[src/rtl/core/tmh_pkg.sv]
// shared types, constants and helpers for the timer min-heap block
package tmh_pkg;

   localparam int CAPACITY   = 32;
   localparam int ID_BITS    = 16;
   localparam int WAIT_BITS  = 24;
   localparam int SLOT_BITS  = $clog2(CAPACITY);
   localparam int COUNT_BITS = $clog2(CAPACITY + 1);

   typedef enum logic [1:0] {
      KIND_ADD    = 2'd0,
      KIND_CANCEL = 2'd1,
      KIND_TICK   = 2'd2
   } kind_type;

   typedef enum logic [1:0] {
      STATUS_OK        = 2'd0,
      STATUS_FULL      = 2'd1,
      STATUS_NOT_FOUND = 2'd2
   } status_type;

   typedef enum logic [3:0] {
      ST_IDLE,
      ST_ADD,
      ST_CMATCH,
      ST_CSLOT,
      ST_CSEL,
      ST_CDEL,
      ST_TDEC,
      ST_TFIRE,
      ST_FINAL
   } state_type;

   typedef enum logic [1:0] {
      CELL_HOLD,
      CELL_INSERT,
      CELL_SHIFT,
      CELL_TICK
   } cell_op_type;

   // one pending timer: remaining ms, due flag, id and its slot number
   typedef struct packed {
      logic                 due;
      logic [WAIT_BITS-1:0] rem;
      logic [ID_BITS-1:0]   id;
      logic [SLOT_BITS-1:0] slot;
   } entry_type;

   // command broadcast to every cell of the row
   typedef struct packed {
      cell_op_type op;
      entry_type   ent;
   } cell_cmd_type;

   // index of the lowest set bit, zero when none is set
   function automatic logic [SLOT_BITS-1:0] lowest_one(input logic [CAPACITY-1:0] vec);
      logic [SLOT_BITS-1:0] idx;
      idx = '0;
      for (int i = CAPACITY - 1; i >= 0; i--) begin
         if (vec[i]) begin
            idx = SLOT_BITS'(i);
         end
      end
      return idx;
   endfunction

endpackage

[src/rtl/core/tmh_cell.sv]
// one cell of the sorted timer row: holds an entry, inserts, shifts and counts down
module tmh_cell (
   input  logic                  clock,
   input  logic                  reset,
   input  tmh_pkg::cell_cmd_type cmd,
   input  logic                  shift_en,
   input  logic                  left_valid,
   input  tmh_pkg::entry_type    left_ent,
   input  logic                  left_after,
   input  logic                  right_valid,
   input  tmh_pkg::entry_type    right_ent,
   output logic                  valid_out,
   output tmh_pkg::entry_type    ent_out,
   output logic                  after_out
);
   import tmh_pkg::*;

   logic      valid_ff;
   logic      valid_in;
   entry_type ent_ff;
   entry_type ent_in;

   // new entry goes behind this one when this one is due no later
   assign after_out = valid_ff && (ent_ff.rem <= cmd.ent.rem);
   assign valid_out = valid_ff;
   assign ent_out   = ent_ff;

   // next contents of the cell
   always_comb begin
      valid_in = valid_ff;
      ent_in   = ent_ff;
      case (cmd.op)
         CELL_INSERT: begin
            if (!after_out) begin
               if (left_after) begin
                  valid_in = 1'b1;
                  ent_in   = cmd.ent;
               end else begin
                  valid_in = left_valid;
                  ent_in   = left_ent;
               end
            end
         end
         CELL_SHIFT: begin
            if (shift_en) begin
               valid_in = right_valid;
               ent_in   = right_ent;
            end
         end
         CELL_TICK: begin
            ent_in.due = (ent_ff.rem < WAIT_BITS'(2));
            ent_in.rem = (ent_ff.rem == '0) ? '0 : ent_ff.rem - WAIT_BITS'(1);
         end
         default: begin
         end
      endcase
   end

   // occupancy flag
   always_ff @(posedge clock) begin
      if (reset) begin
         valid_ff <= 1'b0;
      end else begin
         valid_ff <= valid_in;
      end
   end

   // entry payload
   always_ff @(posedge clock) begin
      ent_ff <= ent_in;
   end

endmodule

[config.mk]
export PLATFORM = sky130hd
export DESIGN_NAME = tmh_cell
export DESIGN_NICKNAME = d
export VERILOG_FILES = /design/src/rtl/core/tmh_pkg.sv /design/src/rtl/core/tmh_cell.sv
export SDC_FILE = /design/constraint.sdc
export NUM_CORES = 1
export LEC_CHECK = 0
export ABC_AREA = 1
export BUFFER_PORTS_ARGS = -buffer_cell sky130_fd_sc_hd__buf_2
export CAP_MARGIN = 20
export CORE_ASPECT_RATIO = 0.8
export CORE_MARGIN = 10
export CORE_UTILIZATION = 40
export CTS_BUF_LIST = sky130_fd_sc_hd__clkbuf_4
export DETAILED_ROUTE_END_ITERATION = 7
export GPL_ROUTABILITY_DRIVEN = 1
export GPL_TIMING_DRIVEN = 0
export PLACE_DENSITY = 0.82
export SLEW_MARGIN = 30
export SYNTH_ARGS = -nofsm -noshare
export SYNTH_HDL_FRONTEND = slang
export SYNTH_SLANG_ARGS = --single-unit
[constraint.sdc]
create_clock -name clock -period 2.6 [get_ports clock]
set_input_delay 0.26 -clock clock [delete_from_list [all_inputs] [get_ports clock]]
set_output_delay 0.26 -clock clock [all_outputs]
set_load 0.02 [all_outputs]
# Word level (Yosys, flattened, before mapping)

Cells that the tools add are included.

Output and inout bits: 48
Bits of input ports: 146
Word-level logic and storage cells: 29
Register bits: 47

Eq/ne operators: 5
Reductions and logical operators: 6
$lt $le $gt $ge: 2
Muxes and demuxes: 10
Add/sub/neg operators: 1

Operators with widths:

| kind                                                | count |
|---|---|
| two-way mux 46 bit                                  | 3 |
| one-hot mux 25 bit (3 select lines)                 | 1 |
| one-hot mux 21 bit (2 select lines)                 | 1 |
| <= comparator 24 bit                                | 1 |
| logical NOT 24 bit                                  | 1 |
| < comparator 24 x 2 -> 1 bit, second input constant | 1 |
| two-way mux 24 bit                                  | 1 |
| subtractor 24 x 1 -> 24 bit, second input constant  | 1 |
| AND reduction 3 bit                                 | 2 |
| equality test 2 bit, second input constant          | 2 |
| != test 2 bit, second input constant                | 2 |
| two-way mux 1 bit                                   | 3 |
| nonzero test 3 bit                                  | 1 |
| equality test 2 x 1 -> 1 bit, second input constant | 1 |
| one-hot mux 1 bit (2 select lines)                  | 1 |
| nonzero test 2 bit                                  | 1 |
| logical AND 1 bit                                   | 1 |

# Logic depth before layout (Yosys ltp)

Gate-level depths: netlist (run 1).

Depth after elaboration: 4
Depth in mapped cells: 16
Depth with buffers taken out: 16

# Least setup slack after synthesis (run 1)

No wires, ideal clock.

Kind: reg-to-reg
Start: register ent_ff (netlist bit ent_out[36])
End: register ent_ff (netlist bit ent_out[21]) (enable)
Arrival: 2083 ps
Setup time: 380 ps
Cell stages (with the launch flop): 12
Required time: 2220 ps
Path buffers: 0
Period minus slack after synthesis: 2463 ps
Slack: 137 ps
Path through: edfxtp_1 ha_1 nand2_1 nor2_1 nand4_1 nor2_1 nand2_1 nand3_1 nand2_1 nand3_1 nand2_1 inv_1

Word-level cells in the longest chain between the ends: 4

Ends and longest elaborated chain:

| what                                 | RTL line       | text |
|---|---|---|
| start, declared                      | tmh_cell.sv:20 | `entry_type ent_ff;` |
| start signal, assigned               | tmh_cell.sv:70 | `ent_ff <= ent_in;` |
| <= comparator 24 bit                 | tmh_cell.sv:24 | `assign after_out = valid_ff && (ent_ff.rem <= cmd.ent.rem);` |
| logical AND 1 bit                    | tmh_cell.sv:24 |  |
| != test 2 bit (no source line)       | n/a            |  |
| AND reduction 3 bit (no source line) | n/a            |  |

No other way between the ends.
A chain may end at the register's enable or synchronous reset.

# Worst setup path in the final report (run 1)

Start: register ent_ff (netlist bit ent_out[28])
End: output port after_out

Word-level cells in the longest chain between the ends: 2

Ends and longest elaborated chain:

| what                 | RTL line       | text |
|---|---|---|
| <= comparator 24 bit | tmh_cell.sv:24 |  |
| logical AND 1 bit    | tmh_cell.sv:24 |  |
| end, declared        | tmh_cell.sv:14 | `output logic after_out` |

No other way between the ends.

==> results of run 1 <==
routing by layer:
| layer | vias to the layer above | routed length, µm |
|---|---|---|
| met2 | 169 | 7200 |
| met4 | 0 | 122 |
| li1 | 2126 | - |
| met3 | 11 | 991 |
| met5 | - | 0 |
| met1 | 1992 | 6690 |
state kept, by name, indices dropped and copies added (netlist names):
register   cells
ent_out       46
valid_out      1
worst max path at each step:
stage | to | startpoint | cells after the start | slack (ps)
after detailed placement | ent_out[12] | ent_out[36] | 11 | -280
after global routing | after_out | ent_out[35] | 8 | 3
final | after_out | ent_out[28] | 8 | 160
after floorplan | ent_out[21] | ent_out[36] | 11 | 140
after CTS | after_out | ent_out[42] | 8 | 30
after global placement | ent_out[35] | ent_out[36] | 11 | -460
where the power goes:
part	switching, mW	internal [mW]
clock	0.272	0.198
combinational	0.530	0.369
sequential	0.0699	0.938
Yosys cell counts:
cell,instances,area share (%)
o21bai_1,1,0.19
nand4_2,1,0.32
nand3_2,1,0.25
o211ai_2,6,1.9
nand3_1,15,1.9
buf_12,2,1.0
nor2_1,67,6.4
nor2_2,8,1.3
clkinv_1,1,0.095
a21oi_1,58,7.4
nor2_8,1,0.51
nand2_4,2,0.57
a21o_2,1,0.22
or2_1,2,0.32
nor2_4,2,0.57
nor3_2,1,0.25
buf_4,2,0.38
o211ai_1,5,0.95
nor4_2,1,0.32
nand4_1,5,0.80
edfxtp_1,46,35
o221ai_2,13,5.0
a21o_1,2,0.38
dfxtp_1,1,0.51
a21oi_2,1,0.22
xor2_1,12,2.7
inv_2,2,0.19
nand2_2,1,0.16
o21ai_0,20,2.5
nand2_1,112,11
buf_2,8,1.0
ha_1,26,8.3
clkbuf_1,9,0.86
o221ai_1,1,0.22
o21ai_1,3,0.38
nor3_1,2,0.25
inv_1,48,4.6
xnor2_1,6,1.3
worst min-delay path, stage by stage:
cell and delay, ps:
buf_2 80, a21oi_1 30, nand2_1 50, inv_1 30
cells by family after synthesis:
family	Yosys count	share of synthesized area [%]
AOI/OAI and AO/OA	111	19.4
xor gates and xnor gates	18	4.01
DFF	47	35.6
and+or+nand+nor	221	24.6
buffers and inverters	72	8.14
adders and majority gates	26	8.27
per-stage QoR:
step | area, µm² | instances | setup slack, ps | TNS (ps) | hold WS [ps]
after floorplan | 3930 | 495 | 137 | 0 | 405
after global placement | 5040 | 806 | -459 | -17040 | 501
after detailed placement | 5040 | 806 | -280 | -8810 | 498
after CTS | 5160 | 818 | 31.5 | 0 | 63.4
after global routing | 5320 | 837 | 2.61 | 0 | 82.9
final | 5320 | 837 | 160 | 0 | 83.1
what timing repair did:
action / in CTS / in global routing
pin swaps: 0 / 0
buffers inserted: 3 / 19
cloned: 1 / 0
hold buffers: 0 / 0
endpoints found under the setup margin: 47 / 47
endpoints found under the hold margin: 0 / 0
resized for setup: 4 / 3
area by class of cell:
| class | instances | share of cell area, % |
|---|---|---|
| buffer | 21 | 2.42 |
| clock buffer | 5 | 0.705 |
| clock inverter | 3 | 0.729 |
| inverter | 51 | 3.76 |
| multi-input combinational | 376 | 41.7 |
| sequential | 47 | 26.3 |
| tap | 119 | 2.80 |
| timing repair buffer | 214 | 21.4 |
| timing repair inverter | 1 | 0.141 |
==> metrics.md, run 1 <==
| Metric | Value |
|---|---|
| Clock slew at reported path FFs | 150 ps |
| Met3 GRT Util | 3.40% |
| Die Area | 14200 µm² |
| Max-Cap Viols | 0 |
| Pleak | 2.61 nW |
| Area occupied by multi-input gates | 2220 µm² |
| Max Slew Vio Count | 0 |
| Seq/Total Area, Yosys | 35.6% |
| Post-synthesis register bit count | 47 |
| Reg2Reg Setup Slack | 200 ps |
| Crit. End Element | output pin |
| Initial antenna violation count | 0 |
| Slowest CP cell | edfxtp_1 |
| ANT nets after route | 0 |
| Arrival @ worst endpoint | 2180 ps |
| Routed WL | 15000 µm |
| Area Overhead vs Synth | 35.3% |
| Total track usage | 19.8% |
| Hold Crit Class | input port to flip-flop |
| Final setup fails | 0 |
| CP bufs+invs | 1 |
| Io pins | 194 |
| CTS Sinks | 47 |
| Synth Instances | 495 |
| Worst Hold Path EP | valid_out |
| Count of final hold-check violations | 0 |
| CP top delay family | flip-flops |
| F_max | 410 MHz |
| DRT iter0 DRCs | 269 |
| Die Height | 109 µm |
| Rows | 32 |
| Total Power | 2.38 mW |
| Residual DRC | 0 |
| Avg WL per Cell | 17.9 µm |
| Normalized max-slew margin | 55.4% |
| Initial core utilization | 40.9% |
| Most frequent cells in the layout | 200 x buf_2, 111 x nand2_1, 65 x nor2_1 |
| Core Footprint | 9610 µm² |
| CTS tree | yes |
| DR vias/cell | 5.14 |
| Unrepaired setup endpoints after global routing | false |
| DP Wirelength | 11900 µm |
| Final net count | 889 |
| Commonest non-fill, non-tap cell in the layout | buf_2 |
| Storage cell area | 1400 µm² |
| CP Data Required Time | 2340 ps |
| Worst-Skew Late Latency | 390 ps |
| Drt first pass iters | 5 |
| Global-route wire length before repair | 21900 µm |
| Reg2reg end | ent_out[12] |
| Peak VDD IR | 224 µV |
| Die width | 131 µm |
| Syn Area/Cell | 7.95 µm² |
| GRT overflow | 0 |
| GR Util met1 | 27.6% |
| Vias in the first global route | 4148 |
| Reg2reg start | ent_out[35] |
| Htree depth | 2 |
| Synthesized area | 3930 µm² |
| Most used cell, CP | nand2_1 |
| Crit-path max FO | 5 |
| Cells on worst reg2reg path | 12 |
| Max stage delay on crit path | 510 ps |
| Final worst path period share | 93.8% |
| Power Density | 447 nW/µm² |
| Root Buffer | clkbuf_4 |
| Crit-path cells | ha_1 > a21o_1 > nor2_1 > nand2_1 > nand2_1 > nand3_1 > a21oi_1 > buf_2 |
| Min Tclk post-route | 2440 ps |
| Layout cell share with drive strength beyond 1 | 39.0% |
| Post-Syn Nets | 667 |
| Clock buffer depth | 2 |
| Largest net degree at the start of global routing | 26 |
| Min-delay src | reset |
| GR Util met2 | 31.8% |
| Ant diodes | 0 |
| Status | finished, final reports clean |
| Routability Congestion | 0.926 |
| Worst-Margin Slew | 669 ps |
| Worst Hold Path Cells | 4 |
| PortBufs | 192 |
| Total CTS buffers | 5 |
| Final Skew | 15.8 ps |
| Crit path kind | flip-flop to output pin |
| Via count | 4298 |
| GR peak layer | met2 |
| Startpoint type of the worst setup path | flip-flop |
| Finished Core Util | 55.4% |
| Distinct cell type count after synthesis | 38 |
| Layout fillers | 932 |
| Yosys Warn Count | 0 |
No activity file was read; power rests on OpenSTA's default activity.
==> run 2: changes to the inputs <==
--- a/config.mk
+++ b/config.mk
@@ -8,14 +8,15 @@
 export ABC_AREA = 1
 export BUFFER_PORTS_ARGS = -buffer_cell sky130_fd_sc_hd__buf_2
 export CAP_MARGIN = 20
+export CELL_PAD_IN_SITES_DETAIL_PLACEMENT = 1
+export CELL_PAD_IN_SITES_GLOBAL_PLACEMENT = 2
 export CORE_ASPECT_RATIO = 0.8
-export CORE_MARGIN = 10
-export CORE_UTILIZATION = 40
+export CORE_UTILIZATION = 25
 export CTS_BUF_LIST = sky130_fd_sc_hd__clkbuf_4
 export DETAILED_ROUTE_END_ITERATION = 7
 export GPL_ROUTABILITY_DRIVEN = 1
 export GPL_TIMING_DRIVEN = 0
-export PLACE_DENSITY = 0.82
+export PLACE_DENSITY = 0.92
 export SLEW_MARGIN = 30
 export SYNTH_ARGS = -nofsm -noshare
 export SYNTH_HDL_FRONTEND = slang
==> run 2 against run 1 <==
Net effect:
- clock power decreased by 17%
- combinational power up 0.6%
- final area increased by 1.4%
- critical endpoint is now ent_out[22]
==> metrics.md, run 2 (synthesis results as in run 1) <==
| Metric | Value |
|---|---|
| Layout cell share with drive strength beyond 1 | 38.7% (-0.26 points) |
| Worst-Skew Late Latency | 390 ps (about the same) |
| Max reg flops | 46 (unchanged) |
| Most frequent cells in the layout | 199 x buf_2, 112 x nand2_1, 65 x nor2_1 |
| Final Skew | 13.6 ps (-2.16 ps) |
| Status | finished, final reports clean |
| Finished Core Util | 35.5% (-20 points) |
| DRT iter0 DRCs | 191 (-29%) |
| Rows | 40 (+25%) |
| Net Sw Frac | 38.7% (+2.0 points) |
| Min Tclk post-route | 2440 ps (+0.156 ps) |
| Core Footprint | 15200 µm² (+58%) |
| Area Overhead vs Synth | 37.1% |
| Pleak | 2.59 nW (-0.92%) |
| Initial antenna violation count | 0 (unchanged) |
| Root Buffer | clkbuf_4 |
| Final net count | 886 (-0.34%) |
| Crit path kind | flip-flop to flip-flop |
| CTS tree | yes |
| Layout fillers | 1953 (+110%) |
| Power Density | 428 nW/µm² (-4.2%) |
| CTS Sinks | 47 (unchanged) |
| Area occupied by multi-input gates | 2220 µm² (about the same) |
| GRT overflow | 0 (unchanged) |
| Avg WL per Cell | 17.3 µm (-3.5%) |
| Residual DRC | 0 (unchanged) |
| P_sw | 893 µW (+2.4%) |
| Post-Layout Cell Count | 926 (+11%) |
| Total track usage | 19.5% (-0.31 points) |
| Routability Congestion | 0.768 (-17%) |
| Storage cell area | 1400 µm² (unchanged) |
| Logic pwr share | 39.2% (+1.4 points) |
| Final Worst Setup Slack | 160 ps (-0.156 ps) |
| Drt first pass iters | 4 (-1) |
| Place WS | -456 ps (-176 ps) |
| Htree depth | 2 (unchanged) |
| Post-CTS Hold Buffers | 0 (unchanged) |
| PortBufs | 192 (unchanged) |
| Routed WL | 16000 µm (+6.8%) |
| ANT nets after route | 0 (unchanged) |
| Initial core utilization | 25.9% (-15 points) |
| Crit. End Element | flip-flop |
| Total Power | 2.31 mW (-2.9%) |
| Peak VDD IR | 182 µV (-19%) |
| Total CTS buffers | 5 (unchanged) |
| Clock buffer depth | 2 (unchanged) |
| F_max | 410 MHz (about the same) |
| Clk pwr share | 17.0% (-2.8 points) |
| Largest net degree at the start of global routing | 26 (unchanged) |
| Max-Cap Viols | 0 (unchanged) |
| Die Height | 114 µm (+5.1%) |
| Normalized max-slew margin | 52.3% (-3.1 points) |
| Final setup fails | 0 (unchanged) |
| Hold Crit Class | input port to flip-flop |
| Global-route wire length before repair | 23800 µm (+8.5%) |
| DP Wirelength | 12600 µm (+6.2%) |
| Via count | 4238 (-1.4%) |
| Crit-path max FO | 25 (+20) |
| Io pins | 194 (unchanged) |
| Die width | 142 µm (+8.7%) |
| Worst-Margin Slew | 716 ps (+46.7 ps) |
| Placed Cells | 897 (+11%) |
| Arrival @ worst endpoint | 2500 ps (+320 ps) |
| Vias in the first global route | 4300 (+3.7%) |
| Die Area | 16200 µm² (+14%) |
| Setup TNS Final | 0 ps (unchanged) |
| Power Internal | 1.42 mW (-6.0%) |
| CP Data Required Time | 2660 ps (+320 ps) |
| Count of final hold-check violations | 0 (unchanged) |
| Startpoint type of the worst setup path | flip-flop |
| Max Slew Vio Count | 0 (unchanged) |
| Unrepaired setup endpoints after global routing | false |
| Clock slew at reported path FFs | 160 ps (about the same) |
| Sequential share of power | 43.8% (+1.4 points) |
| Commonest non-fill, non-tap cell in the layout | buf_2 |
| DR vias/cell | 4.58 (-11%) |
| Final worst path period share | 93.9% (about the same) |
## run 2: cell count changes in the layout (fill, tap and decap cells not counted), sizes merged
cell,previous run,this run
buf,226,223
clkbuf,14,15
diode,0,1
bufinv,1,0
## run 2: routing by layer
layer / global-route usage (%) / share of wire (%) / wire [µm]
met1: 27.4 / 48 / 7720
met5: 0 / 0 / 0
met3: 2.38 / 4.1 / 663
met4: 3.87 / 1.2 / 191
met2: 32.0 / 46 / 7450
## run 2: final timing paths
check        cells after the start   startpoint           to  slack (ps)
max reg2reg                     11  ent_out[44]  ent_out[22]         160
min                              4        reset    valid_out          90
max                             11  ent_out[44]  ent_out[22]         160
min reg2reg                      4    valid_out    valid_out         600
## run 2: area by class of cell
class | instances | area share, %
sequential | 47 | 26.0
timing repair inverter | 1 | 0.139
clock inverter | 2 | 0.162
antenna | 1 | 0.0464
tap | 210 | 4.87
timing repair buffer | 211 | 20.7
buffer | 21 | 2.39
clock buffer | 6 | 0.835
multi-input combinational | 376 | 41.2
inverter | 51 | 3.67
## run 2: worst max-delay path: stages (launching register included)
cell	delay [ps]
edfxtp_1	460
ha_1	320
nand2_1	70
nor2_1	170
nand2_1	140
nor2_2	150
nand2_1	70
nand3_1	130
nand2_1	70
nand3_1	110
nand2_1	100
inv_4	310
## run 2: power by group through the flow
stage	clock [mW]	sequential, mW	combinational [mW]
3_3_place_gp	0	1.05	0.810
6_report	0.392	1.01	0.905
3_5_place_dp	0	1.05	0.827
2_1_floorplan	0	1.12	0.402
5_1_grt	0.424	1.02	1.00
4_1_cts	0.420	1.02	0.863
## run 2: what timing repair did
action | CTS | global route
setup endpoints to repair | 47 | 47
resized for setup | 3 | 4
cloned | 1 | 0
setup buffers | 5 | 14
endpoints found under the hold margin | 0 | 0
pin swaps | 0 | 2
## run 2: metrics by stage
step / instance area (µm²) / hold slack, ps
2_1_floorplan: 3930 / 405
3_5_place_dp: 5160 / 508
6_report: 5390 / 93.4
5_1_grt: 5390 / 93.5
3_3_place_gp: 5160 / 512
4_1_cts: 5280 / 64.0
==> run 3: changes to the inputs <==
--- a/config.mk
+++ b/config.mk
@@ -5,18 +5,17 @@
 export SDC_FILE = /design/constraint.sdc
 export NUM_CORES = 1
 export LEC_CHECK = 0
-export ABC_AREA = 1
 export BUFFER_PORTS_ARGS = -buffer_cell sky130_fd_sc_hd__buf_2
 export CAP_MARGIN = 20
 export CELL_PAD_IN_SITES_DETAIL_PLACEMENT = 1
 export CELL_PAD_IN_SITES_GLOBAL_PLACEMENT = 2
 export CORE_ASPECT_RATIO = 0.8
-export CORE_UTILIZATION = 25
+export CORE_UTILIZATION = 24
 export CTS_BUF_LIST = sky130_fd_sc_hd__clkbuf_4
 export DETAILED_ROUTE_END_ITERATION = 7
 export GPL_ROUTABILITY_DRIVEN = 1
 export GPL_TIMING_DRIVEN = 0
-export PLACE_DENSITY = 0.92
+export PLACE_DENSITY = 0.9
 export SLEW_MARGIN = 30
 export SYNTH_ARGS = -nofsm -noshare
 export SYNTH_HDL_FRONTEND = slang
==> constraint.sdc (replaced) <==
create_clock -name clock -period 2 [get_ports clock]
set_input_delay 0.2 -clock clock [delete_from_list [all_inputs] [get_ports clock]]
set_output_delay 0.2 -clock clock [all_outputs]
set_load 0.02 [all_outputs]
==> run 3 against run 2 <==
Net effect:
- the flow now finishes with violations (setup timing)
- sequential share of layout area fell by 2.8 points
- flip-flop and latch count did not move
- clock skew rose by 7.2 ps
- synthesized cell count fell by 24%
- critical path depth fell by 5
- power rose by 56%
- first-iteration DRC count fell by 14%
- non-clock buffer count rose by 46
- clock power rose by 35%
- die area fell by 2.2%
- largest cell class unchanged
==> metrics.md, run 3 <==
| Metric | Value |
|---|---|
| Post-Syn Nets | 550 (-18%) |
| Io pins | 194 (unchanged) |
| Cell area after placement | 5040 µm² (-2.2%) |
| Max stage delay on crit path | 580 ps (+120 ps) |
| Post-Layout Cell Count | 834 (-9.9%) |
| Crit-path cells | or4_4 > or4b_4 > or4_4 > nor3_2 > xnor2_1 > o221ai_1 |
| CTS Sinks | 47 (unchanged) |
| Power Internal | 2.20 mW (+55%) |
| Worst Hold Path EP | ent_out[15] |
| Clock slew at reported path FFs | 180 ps (+20 ps) |
| Logic pwr share | 47.3% (+8.1 points) |
| Unrepaired setup endpoints after global routing | true |
| Ant diodes | 0 (-1) |
| Sequential share of power | 38.1% (-5.7 points) |
| DR vias/cell | 4.98 (+8.8%) |
| Largest net degree at the start of global routing | 16 (-38%) |
| Via count | 4151 (-2.1%) |
| Pleak | 2.74 nW (+5.8%) |
| Largest area contributor in the netlist | edfxtp_1 |
| Reg2reg end | ent_out[36] |
| Crit path kind | flip-flop to flip-flop |
| Final net count | 816 (-7.9%) |
| Number of enable flip-flop cells after synthesis | 46 (unchanged) |
| Placed Cells | 764 (-15%) |
| Hold Crit Class | input port to flip-flop |
| Peak VDD IR | 269 µV (+48%) |
| Layout cell share with drive strength beyond 1 | 51.5% (+13 points) |
| FFs w/ async S/R, synth | 0% (unchanged) |
| Slowest CP cell | or4_4 |
| DP Wirelength | 11700 µm (-7.2%) |
| Seq/Total Area, Yosys | 38.0% (+2.3 points) |
| Top post-synthesis cells by area | edfxtp_1 37%, mux2i_1 12%, ha_1 8.8%, nand2_1 5.4%, o221ai_1 5.0% |
| Most used cell, CP | or4_4 |
| Most frequent cells in the layout | 192 x buf_2, 52 x nand2_1, 50 x buf_4 |
| Synth Instances | 378 (-24%) |
| Net Sw Frac | 39.1% (+0.45 points) |
| Crit-path max FO | 3 (-88%) |
| ANT nets after route | 0 (unchanged) |
| GRT overflow | 0 (unchanged) |
| Crit. End Element | flip-flop |
| Avg WL per Cell | 19.6 µm (+13%) |
| PortBufs | 192 (unchanged) |
| Vias in the first global route | 4435 (+3.1%) |
| Max Slew Vio Count | 0 (unchanged) |
| Routability Congestion | 0.803 (+4.6%) |
| Commonest non-fill, non-tap cell in the layout | buf_2 |
| Min-delay src | right_ent[15] |
| Die Area | 15900 µm² (-2.2%) |
| Final Worst Setup Slack | -796 ps (-956 ps) |
| Clock buffer depth | 2 (unchanged) |
| Die width | 141 µm (-1.1%) |
| Final worst path period share | 140% (+46 points) |
| Post-synthesis register bit count | 47 (unchanged) |
| P_sw | 1.41 mW (+58%) |
| Status | finished, violations left |
| Rows | 40 (unchanged) |
| Final setup fails | 72 (+72) |
| CP Data Required Time | 2170 ps (-490 ps) |
| Initial core utilization | 24.6% (-1.3 points) |
| Total track usage | 20.3% (+0.85 points) |
| Arrival @ worst endpoint | 2970 ps (+470 ps) |
| Normalized max-slew margin | 35.5% (-17 points) |
| Top_reg_cell synth | edfxtp_1 |
| CTS tree | yes |
| Min Tclk post-route | 2800 ps (+356 ps) |
| Reg2Reg Setup Slack | -800 ps (-960 ps) |
| Clk pwr share | 14.6% (-2.4 points) |
| Synthesized area | 3690 µm² (-6.2%) |
| Yosys Warn Count | 0 (unchanged) |
| Core Footprint | 15000 µm² (-1.3%) |
| Max-Cap Viols | 0 (unchanged) |
| Distinct cell type count after synthesis | 45 (+18%) |
| Syn Area/Cell | 9.76 µm² (+23%) |
| F_max | 358 MHz (-13%) |
| Drt first pass iters | 6 (+2) |
| Worst-Skew Late Latency | 420 ps (+30 ps) |
| Count of final hold-check violations | 0 (unchanged) |
| Global-route wire length before repair | 24400 µm (+2.6%) |
| Power Density | 599 nW/µm² (+40%) |
| Root Buffer | clkbuf_4 |
| Post-synth top area share | 37.4% (+2.3 points) |
| Final Skew | 20.8 ps (+7.22 ps) |
| Htree depth | 2 (unchanged) |
| DRT iter0 DRCs | 165 (-14%) |
| Initial antenna violation count | 0 (unchanged) |
| Total CTS buffers | 5 (unchanged) |
| Reg2reg start | ent_out[23] |
| Startpoint type of the worst setup path | flip-flop |
| Violations in the final reports | setup timing |
| Most common cell in the synthesized netlist | nand2_1 |
| Worst-Margin Slew | 968 ps (+252 ps) |
| Residual DRC | 0 (unchanged) |
| Routed WL | 16300 µm (+1.9%) |
| Cells on worst reg2reg path | 6 (-5) |
| Setup TNS Final | -33310 ps (-33310 ps) |
| Max reg flops | 46 (unchanged) |
| Die Height | 113 µm (-1.1%) |
| Area Overhead vs Synth | 63.5% |
| Worst Hold Path Cells | 3 (-1) |
| Synth top cells by count | 53 x nand2_1, 46 x edfxtp_1, 45 x mux2i_1, 29 x o21ai_0, 26 x ha_1 |
| Cell area after layout | 6040 µm² (+12%) |
-- run 3: through the flow --
stage	utilization [%]	power, mW	hold WS [ps]	setup slack [ps]
after CTS	38.6	3.56	13.9	-790
after floorplan	-	2.12	362	-1150
after detailed placement	33.6	2.66	481	-954
after global routing	40.2	3.82	25.9	-844
final	40.2	3.61	41.0	-796
after global placement	33.2	2.59	468	-2170
-- run 3: cell type report --
type / instances / area, µm²
timing repair buffer: 259 / 1580
inverter: 25 / 96.3
clock inverter: 3 / 20.0
buffer: 19 / 154
multi-input combinational: 287 / 2510
tap: 189 / 236
sequential: 47 / 1400
fill: 1780 / 8980
clock buffer: 5 / 37.5
-- run 3: routing by layer --
metal / vias up / GRT usage (%) / routed length (µm)
li1: 1946 / - / -
met1: 2008 / 25.4 / 7040
met2: 173 / 35.0 / 7910
met3: 24 / 4.49 / 1050
met4: 0 / 6.45 / 321
met5: - / 0 / 0
-- run 3: cell families (layout without fill, tap and decap cells) --
kind of cell / Yosys count / count (layout) / share of synthesized area, %
flip-flops: 47 / 47 / 38.0
AO/OA/AOI/OAI: 81 / 81 / 14.6
buffers and inverters: 44 / 311 / 5.80
AND/OR/NAND/NOR: 113 / 113 / 15.3
XOR/XNOR: 21 / 21 / 4.98
adder cells (fa/ha/maj): 26 / 26 / 8.81
multiplexers: 46 / 46 / 12.5
-- run 3: worst max path at each step --
| stage | start | endpoint | cells past startpoint |
|---|---|---|---|
| final | ent_out[23] | ent_out[36] | 6 |
| after global routing | ent_out[23] | ent_out[38] | 6 |
| after CTS | ent_out[22] | ent_out[38] | 6 |
| after detailed placement | ent_out[35] | ent_out[40] | 9 |
| after global placement | ent_out[34] | ent_out[28] | 7 |
| after floorplan | ent_out[35] | ent_out[21] | 6 |
-- run 3: power by group through the flow --
stage	logic, mW	registers (mW)	clock network [mW]
4_1_cts	1.64	1.37	0.555
2_1_floorplan	0.540	1.58	0
6_report	1.71	1.38	0.529
5_1_grt	1.85	1.39	0.583
3_5_place_dp	1.22	1.45	0
3_3_place_gp	1.15	1.45	0
-- run 3: what timing repair did --
action / in CTS / in global routing
setup buffers: 45 / 17
gates resized for setup: 49 / 28
endpoints found under the setup margin: 73 / 73
cloned: 3 / 1
hold endpoints to repair: 1 / 0
pin swaps: 18 / 24
hold buffers: 1 / 0
-- run 3: worst max-delay path, delay by kind of cell, from the launching register on --
| kind | cells | cell delay, ps |
|---|---|---|
| AND/OR/NAND/NOR | 4 | 1850 |
| flip-flops | 1 | 440 |
| XOR/XNOR | 1 | 150 |
| AO/OA/AOI/OAI | 1 | 120 |
